`src/rtl/mvc_pkg.sv`:
```
package mvc_pkg;

   // Fixed field widths and default sizes.
   localparam int SAMPLE_BITS     = 16;
   localparam int DELAY_DEPTH_DEF = 4096;
   localparam int VOICE_LIMIT_DEF = 8;
   localparam int OSC_W           = 18;
   localparam int OSC_SUM_W       = 20;
   localparam int D_W             = 26;
   localparam int CFG_W           = 20;
   localparam int CSR_IDX_W       = 3;
   localparam int VAL_W           = SAMPLE_BITS + 4;
   localparam int MA_W            = 40;
   localparam int MB_W            = 22;
   localparam int MP_W            = MA_W + MB_W;
   localparam int ACC_W           = 40;
   localparam int CORDIC_W        = 34;
   localparam int CORDIC_STEPS    = 20;
   localparam int CORDIC_X0       = 652032874;

   // Register indexes of the configuration port.
   typedef enum logic [CSR_IDX_W-1:0] {
      REG_LFO_STEP,
      REG_MOD_DEPTH,
      REG_WET_MIX,
      REG_VOICE_COUNT,
      REG_BASE_DELAY,
      REG_MOD_RANGE,
      REG_VOICE_SPREAD
   } reg_index_type;

   // Sequencer states.
   typedef enum logic [4:0] {
      ST_SEED_GO,
      ST_SEED_WAIT,
      ST_IDLE,
      ST_EPSC,
      ST_SIN,
      ST_COS,
      ST_RD,
      ST_MOD,
      ST_POS,
      ST_TAP0,
      ST_TAP1,
      ST_TAP2,
      ST_TAP3,
      ST_CUBE,
      ST_H1,
      ST_H2,
      ST_H3,
      ST_DIV_LOAD,
      ST_DIV,
      ST_OUT1,
      ST_OUT2,
      ST_OUT3,
      ST_EMIT
   } state_type;

   // Result of one phase-seed rotation.
   typedef struct packed {
      logic                    done;
      logic signed [OSC_W-1:0] cos_val;
      logic signed [OSC_W-1:0] sin_val;
   } cordic_res_type;

   // Rotation angles in 2^-32 turns.
   function automatic logic [29:0] atan_turn(input logic [4:0] k);
      logic [29:0] r;
      case (k)
         5'd0:  r = 30'd536870912;
         5'd1:  r = 30'd316933406;
         5'd2:  r = 30'd167458907;
         5'd3:  r = 30'd85004756;
         5'd4:  r = 30'd42667331;
         5'd5:  r = 30'd21354465;
         5'd6:  r = 30'd10679838;
         5'd7:  r = 30'd5340245;
         5'd8:  r = 30'd2670163;
         5'd9:  r = 30'd1335087;
         5'd10: r = 30'd667544;
         5'd11: r = 30'd333772;
         5'd12: r = 30'd166886;
         5'd13: r = 30'd83443;
         5'd14: r = 30'd41722;
         5'd15: r = 30'd20861;
         5'd16: r = 30'd10430;
         5'd17: r = 30'd5215;
         5'd18: r = 30'd2608;
         5'd19: r = 30'd1304;
         default: r = 30'd0;
      endcase
      return r;
   endfunction

   // Quotient of one full turn by the voice count.
   function automatic logic [31:0] phase_quot(input logic [4:0] n);
      logic [31:0] r;
      case (n)
         5'd2:  r = 32'd2147483648;
         5'd3:  r = 32'd1431655765;
         5'd4:  r = 32'd1073741824;
         5'd5:  r = 32'd858993459;
         5'd6:  r = 32'd715827882;
         5'd7:  r = 32'd613566756;
         5'd8:  r = 32'd536870912;
         5'd9:  r = 32'd477218588;
         5'd10: r = 32'd429496729;
         5'd11: r = 32'd390451572;
         5'd12: r = 32'd357913941;
         5'd13: r = 32'd330382099;
         5'd14: r = 32'd306783378;
         5'd15: r = 32'd286331153;
         5'd16: r = 32'd268435456;
         default: r = 32'd0;
      endcase
      return r;
   endfunction

   // Remainder of one full turn by the voice count.
   function automatic logic [4:0] phase_rem(input logic [4:0] n);
      logic [4:0] r;
      case (n)
         5'd3, 5'd5, 5'd15: r = 5'd1;
         5'd6, 5'd7, 5'd9, 5'd11, 5'd12, 5'd14: r = 5'd4;
         5'd10: r = 5'd6;
         5'd13: r = 5'd9;
         default: r = 5'd0;
      endcase
      return r;
   endfunction

   // Saturate an oscillator sum to the 18-bit range.
   function automatic logic signed [OSC_W-1:0] sat_osc(input logic signed [OSC_SUM_W-1:0] v);
      logic signed [OSC_W-1:0] r;
      if (v > OSC_SUM_W'(131071)) begin
         r = OSC_W'(131071);
      end else if (v < -OSC_SUM_W'(131072)) begin
         r = -OSC_W'(131072);
      end else begin
         r = v[OSC_W-1:0];
      end
      return r;
   endfunction

endpackage

```
`src/rtl/mvc_mult.sv`:
```
module mvc_mult (
   input  logic                              clock,
   input  logic signed [mvc_pkg::MA_W-1:0]   a,
   input  logic signed [mvc_pkg::MB_W-1:0]   b,
   output logic signed [mvc_pkg::MP_W-1:0]   p
);
   import mvc_pkg::*;

   logic signed [MP_W-1:0] p_ff;

   // Shared registered multiplier.
   always_ff @(posedge clock) begin
      p_ff <= a * b;
   end

   assign p = p_ff;

endmodule

```
`config.mk`:
```
export PLATFORM = sky130hd
export DESIGN_NAME = mvc_mult
export DESIGN_NICKNAME = d
export VERILOG_FILES = /design/src/rtl/mvc_pkg.sv /design/src/rtl/mvc_mult.sv
export SDC_FILE = /design/constraint.sdc
export NUM_CORES = 2
export LEC_CHECK = 0
export BUFFER_PORTS_ARGS = -buffer_cell sky130_fd_sc_hd__buf_2
export CAP_MARGIN = 40
export CORE_ASPECT_RATIO = 1.4
export CORE_UTILIZATION = 60
export CTS_CLUSTER_DIAMETER = 60
export DETAILED_ROUTE_END_ITERATION = 10
export GPL_TIMING_DRIVEN = 0
export PLACE_DENSITY_LB_ADDON = 0.12
export SETUP_SLACK_MARGIN = 0.1
export SLEW_MARGIN = 10
export SYNTH_ARGS = -nofsm -noshare
export SYNTH_HDL_FRONTEND = slang
export SYNTH_SLANG_ARGS = --single-unit
```
`constraint.sdc`:
```
create_clock -name clock -period 8.8 [get_ports clock]
set_clock_uncertainty 0.15 [all_clocks]
set_input_delay 0.44 -clock clock [delete_from_list [all_inputs] [get_ports clock]]
set_output_delay 0.44 -clock clock [all_outputs]
set_load 0.05 [all_outputs]
```
==> results.ini <==
[floorplanning]
start_util = 0.609
die_y_um = 269
core-area_sq_um = 50100
die_x_um = 193
row_count = 97
die_area_sq_um = 51800
ios = 125

[yosys]
synthDistinctLibCells = 53
ys_async_sr_fraction = 0
synthCells = 3302
synth_warnings = 0
synth-edff-count = 0
syn_area_sq_um = 30500
avgSynthCellArea_sq_um = 9.25
ys_seq_elements = 62
yosysTopAreaCell = fa_1
yosysSeqAreaShare = 0.0407
synthFlopType = dfxtp_1
netlist.area_leader.share = 0.565
synth_nets = 4397
synth_area_leaders = fa_1, inv_1, nand2_1

[cts]
tritoncts = built
numClockSinks = 62
hold_buffers = 0
cts_setup_buffers = 0
clockRootBuffer = clkbuf_16
cts-buffers-inserted = 9
htreeDepth = 3
cts.path.max_buffers = 2
clk_pin_slew_worst_paths_ps = 100

[critical_path]
criticalPathCategory = in -> reg
crit_arrival_ps = 8790
end_kind = register
path_max_fanout = 10
cp_data_required_time_ps = 8930
start_kind = input pin

[timing]
max_freq_ghz = 0.115
post-route-period-util = 0.984
fin_crit_ps = 8660
slew_headroom = 0.291
worst_pin_slew_ps = 1060
setup_viol = 0
worst_hold_slack_ps = 154
finalMaxSlewViolations = 0
rsz0062_at_grt = false
hold_violations = 0

[grt]
antenna_found_initial = 11
grt_pass1_wl_um = 157000
grt_pass1_vias = 26369
grt-ovfl-total = 0
grtUsageTotal = 0.435
grt_max_degree = 18

[routing]
drt_pass1_iterations = 9
via_per_inst = 5.77
wl_um = 105000
vias = 23674
wl_per_cell_um = 25.7
drt-initial-drc-count = 1595
drc = 60
final_antenna_net_count = 0

[finish]
final_area_sq_um = 32600
syn2layout_area_growth_pct = 6.63
multi_input_area_sq_um = 25700
fill_cells = 4254
drive_gt1_frac = 0.0490
final_util = 0.649
final_nets = 4539
seq_area_sq_um = 1240
largest_reg_flops = 62

[place]
hpwl_um = 91000
place.gp.congestion = 1.02
port-buffer-count = 103
placed_cell_area_sq_um = 32100

[min_path]
hp-class = in -> reg

[run_status]
status = finished with violations
violations = design-rule violations

[job]
drv_cap = 0

## cells in the mapped netlist (all sizes together), types with 2 or more instances
cell / instances
nor3: 6
a21boi: 3
o311ai: 3
o21ai: 30
nand4: 5
nor2: 61
a2111oi: 6
clkbuf: 170
a41oi: 3
a31oi: 5
o21a: 5
o31a: 4
ha: 171
o21bai: 7
dfxtp: 62
a21oi: 58
buf: 4
and2: 265
a211o: 3
xor2: 14
inv: 798
nor2b: 6
nand2: 610
o31ai: 4
xnor2: 52
nand3: 13
nand2b: 16
a211oi: 5
o211ai: 6
and3: 7
a221oi: 2
fa: 861
a21o: 25
## through the flow
step | setup WS [ps] | cells | TNS [ps]
CTS | 149 | 4089 | 0
global placement | -1820 | 4048 | -17770
floorplan | 1790 | 3302 | 0
detailed placement | -876 | 4073 | -5530
finish | 139 | 4101 | 0
global route | 92.9 | 4093 | 0
## metal layers
metal / up-vias / routed length (um) / GRT usage / share of wire
met4: 6 / 12600 / 0.425 / 0.12
met2: 1259 / 52900 / 0.738 / 0.50
met1: 12105 / 32400 / 0.434 / 0.31
li1: 9743 / - / - / -
met5: - / 36 / 0 / 0.00034
met3: 561 / 7570 / 0.0957 / 0.072
## worst max-delay path: stages
cell	delay (ps)
buf_2	110
clkbuf_1	710
nand2_1	180
fa_1	560
fa_1	550
inv_1	60
fa_1	500
fa_1	480
fa_1	490
fa_1	510
inv_1	50
fa_1	490
inv_1	60
ha_1	380
nand3_1	140
nor2_1	820
a2111oi_1	280
o31ai_4	200
a41oi_2	380
o31a_1	540
o31a_1	410
a211o_1	300
xnor2_1	130
## cell usage in the layout, fill, tap and decap left out, drive strengths merged, types with 2 or more instances in the layout
cell type  Yosys  routed
a2111oi        6       6
a211o          3       3
a211oi         5       5
a21boi         3       3
a21o          25      25
a21oi         58      58
a221oi         2       2
a31oi          5       5
a41oi          3       3
and2         265     265
and3           7       7
buf            4     136
clkbuf       170     177
clkinv         0       3
dfxtp         62      62
diode          0       9
fa           861     861
ha           171     171
inv          798     800
nand2        610     610
nand2b        16      16
nand3         13      13
nand4          5       5
nor2          61      61
nor2b          6       6
nor3           6       6
o211ai         6       6
o21a           5       5
o21ai         30      30
o21bai         7       7
o311ai         3       3
o31a           4       4
o31ai          4       4
xnor2         52      52
xor2          14      14
## area by class of cell
cell class	instances	area share
Timing Repair Buffer	132	0.0262
Antenna cell	9	0.000692
Multi-Input combinational cell	2268	0.788
Clock buffer	9	0.00692
Tap cell	643	0.0247
Inverter	798	0.0920
Clock inverter	7	0.00250
Sequential cell	62	0.0381
Buffer	173	0.0206
## final timing paths
check | startpoint | cells past startpoint | slack (ps) | to
worst max-delay path | a[15] | 23 | 140 | p[61]$_DFF_P_
worst min-delay path | a[0] | 2 | 150 | p[0]$_DFF_P_
## timing repair
action / CTS / global route
gates resized for setup: 5 / 14
gates cloned: 0 / 0
endpoints found under the setup margin: 9 / 9
## kinds of logic (layout without fill, tap and decap cells)
family / count (synthesis) / count (layout) / share of synthesized area
adder cells (fa/ha/maj): 1032 / 1032 / 0.635
AND/OR/NAND/NOR: 997 / 997 / 0.149
buffers and inverters: 972 / 1119 / 0.120
AO/OA/AOI/OAI: 173 / 173 / 0.0370
XOR/XNOR: 66 / 66 / 0.0189
flip-flops: 62 / 62 / 0.0407
other: 0 / 9 / 0
Power is not shown: default switching activity piles up to over one toggle a cycle in this logic, so the estimate is an artifact.
