[config.mk]
export PLATFORM = sky130hd
export DESIGN_NAME = mvc_cordic
export DESIGN_NICKNAME = d
export VERILOG_FILES = /design/src/rtl/mvc_pkg.sv /design/src/rtl/mvc_cordic.sv
export SDC_FILE = /design/constraint.sdc
export NUM_CORES = 1
export LEC_CHECK = 0
export BUFFER_PORTS_ARGS = -buffer_cell sky130_fd_sc_hd__buf_2
export CAP_MARGIN = 25
export CORE_AREA = 3 3 238 194
export CTS_BUF_LIST = sky130_fd_sc_hd__clkbuf_4 sky130_fd_sc_hd__clkbuf_8
export CTS_CLUSTER_SIZE = 30
export DETAILED_ROUTE_END_ITERATION = 16
export DIE_AREA = 0 0 241 197
export PLACE_DENSITY = 0.58
export RECOVER_POWER = 50
export SLEW_MARGIN = 20
export SYNTH_ARGS = -nofsm -noshare
export SYNTH_HDL_FRONTEND = slang
export SYNTH_SLANG_ARGS = --single-unit
[constraint.sdc]
create_clock -name clock -period 6.26 [get_ports clock]
set_input_delay 0.939 -clock clock [delete_from_list [all_inputs] [get_ports clock]]
set_output_delay 0.939 -clock clock [all_outputs]
set_load 0.05 [all_outputs]
[src/rtl/mvc_pkg.sv]
package mvc_pkg;

   // Fixed field widths and default sizes.
   localparam int SAMPLE_BITS     = 16;
   localparam int DELAY_DEPTH_DEF = 4096;
   localparam int VOICE_LIMIT_DEF = 8;
   localparam int OSC_W           = 18;
   localparam int OSC_SUM_W       = 20;
   localparam int D_W             = 26;
   localparam int CFG_W           = 20;
   localparam int CSR_IDX_W       = 3;
   localparam int VAL_W           = SAMPLE_BITS + 4;
   localparam int MA_W            = 40;
   localparam int MB_W            = 22;
   localparam int MP_W            = MA_W + MB_W;
   localparam int ACC_W           = 40;
   localparam int CORDIC_W        = 34;
   localparam int CORDIC_STEPS    = 20;
   localparam int CORDIC_X0       = 652032874;

   // Register indexes of the configuration port.
   typedef enum logic [CSR_IDX_W-1:0] {
      REG_LFO_STEP,
      REG_MOD_DEPTH,
      REG_WET_MIX,
      REG_VOICE_COUNT,
      REG_BASE_DELAY,
      REG_MOD_RANGE,
      REG_VOICE_SPREAD
   } reg_index_type;

   // Sequencer states.
   typedef enum logic [4:0] {
      ST_SEED_GO,
      ST_SEED_WAIT,
      ST_IDLE,
      ST_EPSC,
      ST_SIN,
      ST_COS,
      ST_RD,
      ST_MOD,
      ST_POS,
      ST_TAP0,
      ST_TAP1,
      ST_TAP2,
      ST_TAP3,
      ST_CUBE,
      ST_H1,
      ST_H2,
      ST_H3,
      ST_DIV_LOAD,
      ST_DIV,
      ST_OUT1,
      ST_OUT2,
      ST_OUT3,
      ST_EMIT
   } state_type;

   // Result of one phase-seed rotation.
   typedef struct packed {
      logic                    done;
      logic signed [OSC_W-1:0] cos_val;
      logic signed [OSC_W-1:0] sin_val;
   } cordic_res_type;

   // Rotation angles in 2^-32 turns.
   function automatic logic [29:0] atan_turn(input logic [4:0] k);
      logic [29:0] r;
      case (k)
         5'd0:  r = 30'd536870912;
         5'd1:  r = 30'd316933406;
         5'd2:  r = 30'd167458907;
         5'd3:  r = 30'd85004756;
         5'd4:  r = 30'd42667331;
         5'd5:  r = 30'd21354465;
         5'd6:  r = 30'd10679838;
         5'd7:  r = 30'd5340245;
         5'd8:  r = 30'd2670163;
         5'd9:  r = 30'd1335087;
         5'd10: r = 30'd667544;
         5'd11: r = 30'd333772;
         5'd12: r = 30'd166886;
         5'd13: r = 30'd83443;
         5'd14: r = 30'd41722;
         5'd15: r = 30'd20861;
         5'd16: r = 30'd10430;
         5'd17: r = 30'd5215;
         5'd18: r = 30'd2608;
         5'd19: r = 30'd1304;
         default: r = 30'd0;
      endcase
      return r;
   endfunction

   // Quotient of one full turn by the voice count.
   function automatic logic [31:0] phase_quot(input logic [4:0] n);
      logic [31:0] r;
      case (n)
         5'd2:  r = 32'd2147483648;
         5'd3:  r = 32'd1431655765;
         5'd4:  r = 32'd1073741824;
         5'd5:  r = 32'd858993459;
         5'd6:  r = 32'd715827882;
         5'd7:  r = 32'd613566756;
         5'd8:  r = 32'd536870912;
         5'd9:  r = 32'd477218588;
         5'd10: r = 32'd429496729;
         5'd11: r = 32'd390451572;
         5'd12: r = 32'd357913941;
         5'd13: r = 32'd330382099;
         5'd14: r = 32'd306783378;
         5'd15: r = 32'd286331153;
         5'd16: r = 32'd268435456;
         default: r = 32'd0;
      endcase
      return r;
   endfunction

   // Remainder of one full turn by the voice count.
   function automatic logic [4:0] phase_rem(input logic [4:0] n);
      logic [4:0] r;
      case (n)
         5'd3, 5'd5, 5'd15: r = 5'd1;
         5'd6, 5'd7, 5'd9, 5'd11, 5'd12, 5'd14: r = 5'd4;
         5'd10: r = 5'd6;
         5'd13: r = 5'd9;
         default: r = 5'd0;
      endcase
      return r;
   endfunction

   // Saturate an oscillator sum to the 18-bit range.
   function automatic logic signed [OSC_W-1:0] sat_osc(input logic signed [OSC_SUM_W-1:0] v);
      logic signed [OSC_W-1:0] r;
      if (v > OSC_SUM_W'(131071)) begin
         r = OSC_W'(131071);
      end else if (v < -OSC_SUM_W'(131072)) begin
         r = -OSC_W'(131072);
      end else begin
         r = v[OSC_W-1:0];
      end
      return r;
   endfunction

endpackage

[src/rtl/mvc_cordic.sv]
module mvc_cordic (
   input  logic                    clock,
   input  logic                    reset,
   input  logic                    start,
   input  logic [31:0]             turn,
   output mvc_pkg::cordic_res_type res
);
   import mvc_pkg::*;

   logic signed [CORDIC_W-1:0] x_ff, y_ff, z_ff;
   logic signed [CORDIC_W-1:0] dx, dy, atan_v, c_full, s_full;
   logic signed [OSC_W-1:0]    c_r, s_r;
   logic [4:0]                 k_ff;
   logic [1:0]                 q_ff;
   logic                       busy_ff, done_ff;

   assign dx     = y_ff >>> k_ff;
   assign dy     = x_ff >>> k_ff;
   assign atan_v = $signed(CORDIC_W'(atan_turn(k_ff)));

   // Control of the rotation sequence.
   always_ff @(posedge clock) begin
      if (reset) begin
         busy_ff <= 1'b0;
         done_ff <= 1'b0;
         k_ff    <= '0;
      end else if (start) begin
         busy_ff <= 1'b1;
         done_ff <= 1'b0;
         k_ff    <= '0;
      end else begin
         done_ff <= 1'b0;
         if (busy_ff) begin
            k_ff <= k_ff + 5'd1;
            if (k_ff == 5'(CORDIC_STEPS - 1)) begin
               busy_ff <= 1'b0;
               done_ff <= 1'b1;
            end
         end
      end
   end

   // One rotation step per cycle.
   always_ff @(posedge clock) begin
      if (start) begin
         x_ff <= CORDIC_W'(CORDIC_X0);
         y_ff <= '0;
         z_ff <= $signed(CORDIC_W'(turn[29:0]));
         q_ff <= turn[31:30];
      end else if (busy_ff) begin
         if (z_ff >= 0) begin
            x_ff <= x_ff - dx;
            y_ff <= y_ff + dy;
            z_ff <= z_ff - atan_v;
         end else begin
            x_ff <= x_ff + dx;
            y_ff <= y_ff - dy;
            z_ff <= z_ff + atan_v;
         end
      end
   end

   // Round to Q2.16 and fold in the quadrant.
   always_comb begin
      c_full = (x_ff + CORDIC_W'(8192)) >>> 14;
      s_full = (y_ff + CORDIC_W'(8192)) >>> 14;
      c_r    = c_full[OSC_W-1:0];
      s_r    = s_full[OSC_W-1:0];
      res.done = done_ff;
      case (q_ff)
         2'd0: begin
            res.cos_val = c_r;
            res.sin_val = s_r;
         end
         2'd1: begin
            res.cos_val = -s_r;
            res.sin_val = c_r;
         end
         2'd2: begin
            res.cos_val = -c_r;
            res.sin_val = -s_r;
         end
         default: begin
            res.cos_val = s_r;
            res.sin_val = -c_r;
         end
      endcase
   end

endmodule

==> results.yml <==
run_status:
  result_of_the_run: "finished, violations left"
  violations_in_the_final_reports: "max-capacitance violations, max-slew violations"
timing:
  fin_setup_tns_ns: 0
  setup-violations-final: 0
  rsz0062_at_grt: "yes"
  slew-limit-headroom: -0.4925
  worst_slack_ns: 0.2680
  min_period_ns: 5.992
  final-hold-violation-count: 0
  post-route-period-util: 0.9572
  clock.fmax_mhz: 166.9
  worst_hold_slack_ns: 0.4755
  fin_worst_skew_ns: 0.01473
  worst-slew-pin-transition_ns: 2.239
  final-max-slew-violation-count: 94
critical_path:
  max_incr_delay_on_cp_ns: 0.81
  criticalPathCategory: "register to register"
  worstPathArrival_ns: 6.45
  cp_top_family: "compound AO/OA/AOI/OAI gates"
  worstPathBufferInverterCount: 1
  nature_of_the_critical_path_startpoint: "register"
  required_ns: 6.71
  critical_path.cell_chain: "mux4_2, mux2i_1, buf_4, a32oi_1, o211ai_2, ha_1, nor2_1, xnor2_1, ha_1, o21a_1, o31a_1, or4_1, a311o_1, a41o_1, a31oi_1, nor2b_1, o21a_1, o31a_1, or2_0, a31oi_1"
  critical_path.slowest_cell: "sky130_fd_sc_hd__dfxtp_1"
  critical_path.max_fanout: 13
  end_kind: "register"
detailed_routing:
  route.vias.total: 20530
  postRouteAntennaNets: 0
  drt_pre_antenna_iters: 6
  drc: 0
  drt_wl_total_um: 78390
  wl_per_cell_um: 24.85
  detail_route.vias_per_cell: 6.510
  drt_first_iter_violations: 2494
final_layout:
  finalNetCount: 2725
  final_area_mm2: 0.02155
  fin_cells: 3154
  drive_gt1_frac: 0.1675
  layout.filler_cells: 4354
  area_growth_from_synthesis_to_layout_pct: 9.534
  finish.utilization: 0.4894
place:
  portBuffers: 71
  half_perimeter_wire_length_after_detailed_placement_um: 60420
  placed_cell_area_mm2: 0.02095
  final_replace_weighted_congestion: 1.009
  dpl.cell_count: 3108
  place_ws_ns: 0.1277
hold_path:
  min_path_type: "register to register"
pwr:
  power.share.combinational: 0.795
  total_switching_power_mw: 6.533
  power.density_cell_area_mw_per_mm2: 553.2
  net_switching_share_of_the_total_power: 0.5482
  leak_nw: 8.618
  power.share.clock: 0.068
  maximum_vdd_drop_mv: 0.4407
  seq_power_share: 0.137
  report.power.total_mw: 11.92
  internal_power_mw: 5.385
logic_synthesis:
  syn-cell-area_mm2: 0.01967
  async_set_or_reset_flop_fraction_in_the_synthesized_netlist: 0
  synth_warnings: 0
  synth_seq_cells: 141
  synth_mux_area_frac: 0.1594
  synth_area_per_cell_um2: 7.837
  xor_xnor_share_of_the_synthesized_area: 0.09394
  synth_edf_count: 32
  netlist_instances: 2510
  synth_simple_gate_area_frac: 0.1979
  register_area_share_after_synthesis: 0.1598
  synthDistinctLibCells: 112
  synth_compound_area_frac: 0.2552
  yosys.area_share.adder: 0.07556
  synth_nets: 2662
  synth-main-ff-cell: "sky130_fd_sc_hd__dfxtp_1"
  synth_top_family_by_area: "compound AO/OA/AOI/OAI gates"
run:
  max-cap-violations: 2
floorplanning:
  fp.dieH_um: 197
  core_mm2: 0.04403
  num_io_pins: 72
  floorplan.initialDensity: 0.4468
  design.die.area_mm2: 0.04748
  row_count: 69
  floorplan.die.width_um: 241
clocking:
  cts.clk_slew.worst_paths_ns: 0.09
  cts_buffer_depth: 2
  cts_tree: "done"
  clock_tree_sinks: 141
  total_number_of_h_tree_levels: 4
  cts_inserted_buffers: 17
  cts.hold.buffers_added: 0
  clock_tree.root_cell: "sky130_fd_sc_hd__clkbuf_8"
  clk_latency_ns: 0.53
global_route:
  grt_first_pass_wirelength_um: 118200
  number_of_antenna_violations_at_the_first_check_in_global_routing: 2
  grt_max_degree: 95
  grt_remaining_overflow: 0
  grtUsageTotal: 0.3246
  first_global_vias: 18960
[area by class of cell]
cell class / count / area (um^2) / share of cell area
antenna: 1 / 2.502 / 0.0001161
clock inverter: 10 / 117.6 / 0.005458
clock buffer: 21 / 264.0 / 0.01225
multi-input combinational: 2128 / 15460 / 0.7176
tap: 568 / 710.7 / 0.03298
inverter: 66 / 247.7 / 0.01150
timing repair buffer: 219 / 1580 / 0.07334
sequential: 141 / 3163 / 0.1468
[state kept, by name (all words and copies together), names as in the netlist]
name,count
x_ff,34
y_ff,34
z_ff,34
atan_v,30
k_ff,5
q_ff,2
busy_ff,1
done_ff,1
[timing repair]
| item | in CTS | in global routing |
|---|---|---|
| resized for setup | 0 | 19 |
| endpoints found under the setup margin | 0 | 21 |
| buffers inserted | 0 | 13 |
[cells by family (layout without fill, tap and decap cells)]
group | count (synthesis) | after routing
fa+ha+maj | 117 | 117
other cells | 0 | 1
compound gates | 772 | 772
buf+inv | 241 | 316
flops | 141 | 141
xor+xnor | 211 | 211
mux | 207 | 207
simple gates | 821 | 821
[cells in the final DEF, fill, tap and decap left out, types with 25 or more instances in the layout]
master and n:
sky130_fd_sc_hd__xor2_1 96, sky130_fd_sc_hd__a21oi_1 188, sky130_fd_sc_hd__nor3_1 47, sky130_fd_sc_hd__xnor2_1 113
sky130_fd_sc_hd__nand2_1 258, sky130_fd_sc_hd__buf_2 69, sky130_fd_sc_hd__mux2i_1 89, sky130_fd_sc_hd__dfxtp_1 101
sky130_fd_sc_hd__nand2b_1 34, sky130_fd_sc_hd__o21ai_0 186, sky130_fd_sc_hd__mux4_2 75, sky130_fd_sc_hd__ha_1 112
sky130_fd_sc_hd__nor2_1 233, sky130_fd_sc_hd__a21o_1 60, sky130_fd_sc_hd__inv_1 58, sky130_fd_sc_hd__edfxtp_1 32
sky130_fd_sc_hd__nand3_1 66, sky130_fd_sc_hd__buf_4 139, sky130_fd_sc_hd__a211oi_1 31, sky130_fd_sc_hd__mux2_2 33
sky130_fd_sc_hd__a31oi_1 27, sky130_fd_sc_hd__o22ai_1 27, sky130_fd_sc_hd__o31ai_1 25
[per-layer routing]
metal / up-vias / wire length (um) / track usage
met5: - / 0 / 0
met1: 9861 / 36760 / 0.5010
li1: 9483 / - / -
met2: 1075 / 30680 / 0.4384
met3: 115 / 9129 / 0.08968
met4: 0 / 1815 / 0.08118
[cell usage after synthesis, types with 32 or more instances]
library cell | count | area (um^2)
sky130_fd_sc_hd__nand3_1 | 67 | 335.3
sky130_fd_sc_hd__mux2i_1 | 90 | 900.9
sky130_fd_sc_hd__nor2_1 | 234 | 878.3
sky130_fd_sc_hd__nand2b_1 | 34 | 212.7
sky130_fd_sc_hd__nand2_1 | 259 | 972.2
sky130_fd_sc_hd__mux2_2 | 33 | 371.6
sky130_fd_sc_hd__a21o_1 | 60 | 450.4
sky130_fd_sc_hd__dfxtp_1 | 109 | 2182
sky130_fd_sc_hd__xnor2_1 | 113 | 989.7
sky130_fd_sc_hd__mux4_2 | 75 | 1689
sky130_fd_sc_hd__inv_1 | 58 | 217.7
sky130_fd_sc_hd__ha_1 | 114 | 1426
sky130_fd_sc_hd__edfxtp_1 | 32 | 960.9
sky130_fd_sc_hd__xor2_1 | 98 | 858.3
sky130_fd_sc_hd__a21oi_1 | 191 | 955.9
sky130_fd_sc_hd__clkbuf_1 | 113 | 424.2
sky130_fd_sc_hd__o21ai_0 | 186 | 930.9
sky130_fd_sc_hd__nor3_1 | 47 | 235.2
[power by group through the flow]
| stage | Combinational (mW) | Clock, mW | Sequential, mW |
|---|---|---|---|
| final | 9.48 | 0.808 | 1.63 |
| after global routing | 10.3 | 0.847 | 1.64 |
| after CTS | 9.23 | 0.821 | 1.60 |
| after detailed placement | 9.17 | 0 | 1.61 |
| after global placement | 9.04 | 0 | 1.62 |
| after floorplan | 6.87 | 0 | 1.40 |
[final timing paths]
path / startpoint / endpoint / slack (ns) / cells after the start
max: y_ff[15] / x_ff[25] / 0.27 / 20
min: z_ff[30] / z_ff[30] / 0.48 / 2
max reg2reg: y_ff[15] / x_ff[25] / 0.27 / 20
min reg2reg: z_ff[30] / z_ff[30] / 0.48 / 2
[worst reg2reg max path, delay by kind of cell, from the launching register on]
kind | cells | cell delay, ns
AO/OA/AOI/OAI | 10 | 2.62
AND/OR/NAND/NOR | 4 | 0.91
flip-flops | 1 | 0.81
adder cells (fa/ha/maj) | 2 | 0.69
multiplexers | 2 | 0.49
XOR/XNOR | 1 | 0.21
buffers and inverters | 1 | 0.18
Note: power is estimated with default switching activity, not from simulation.
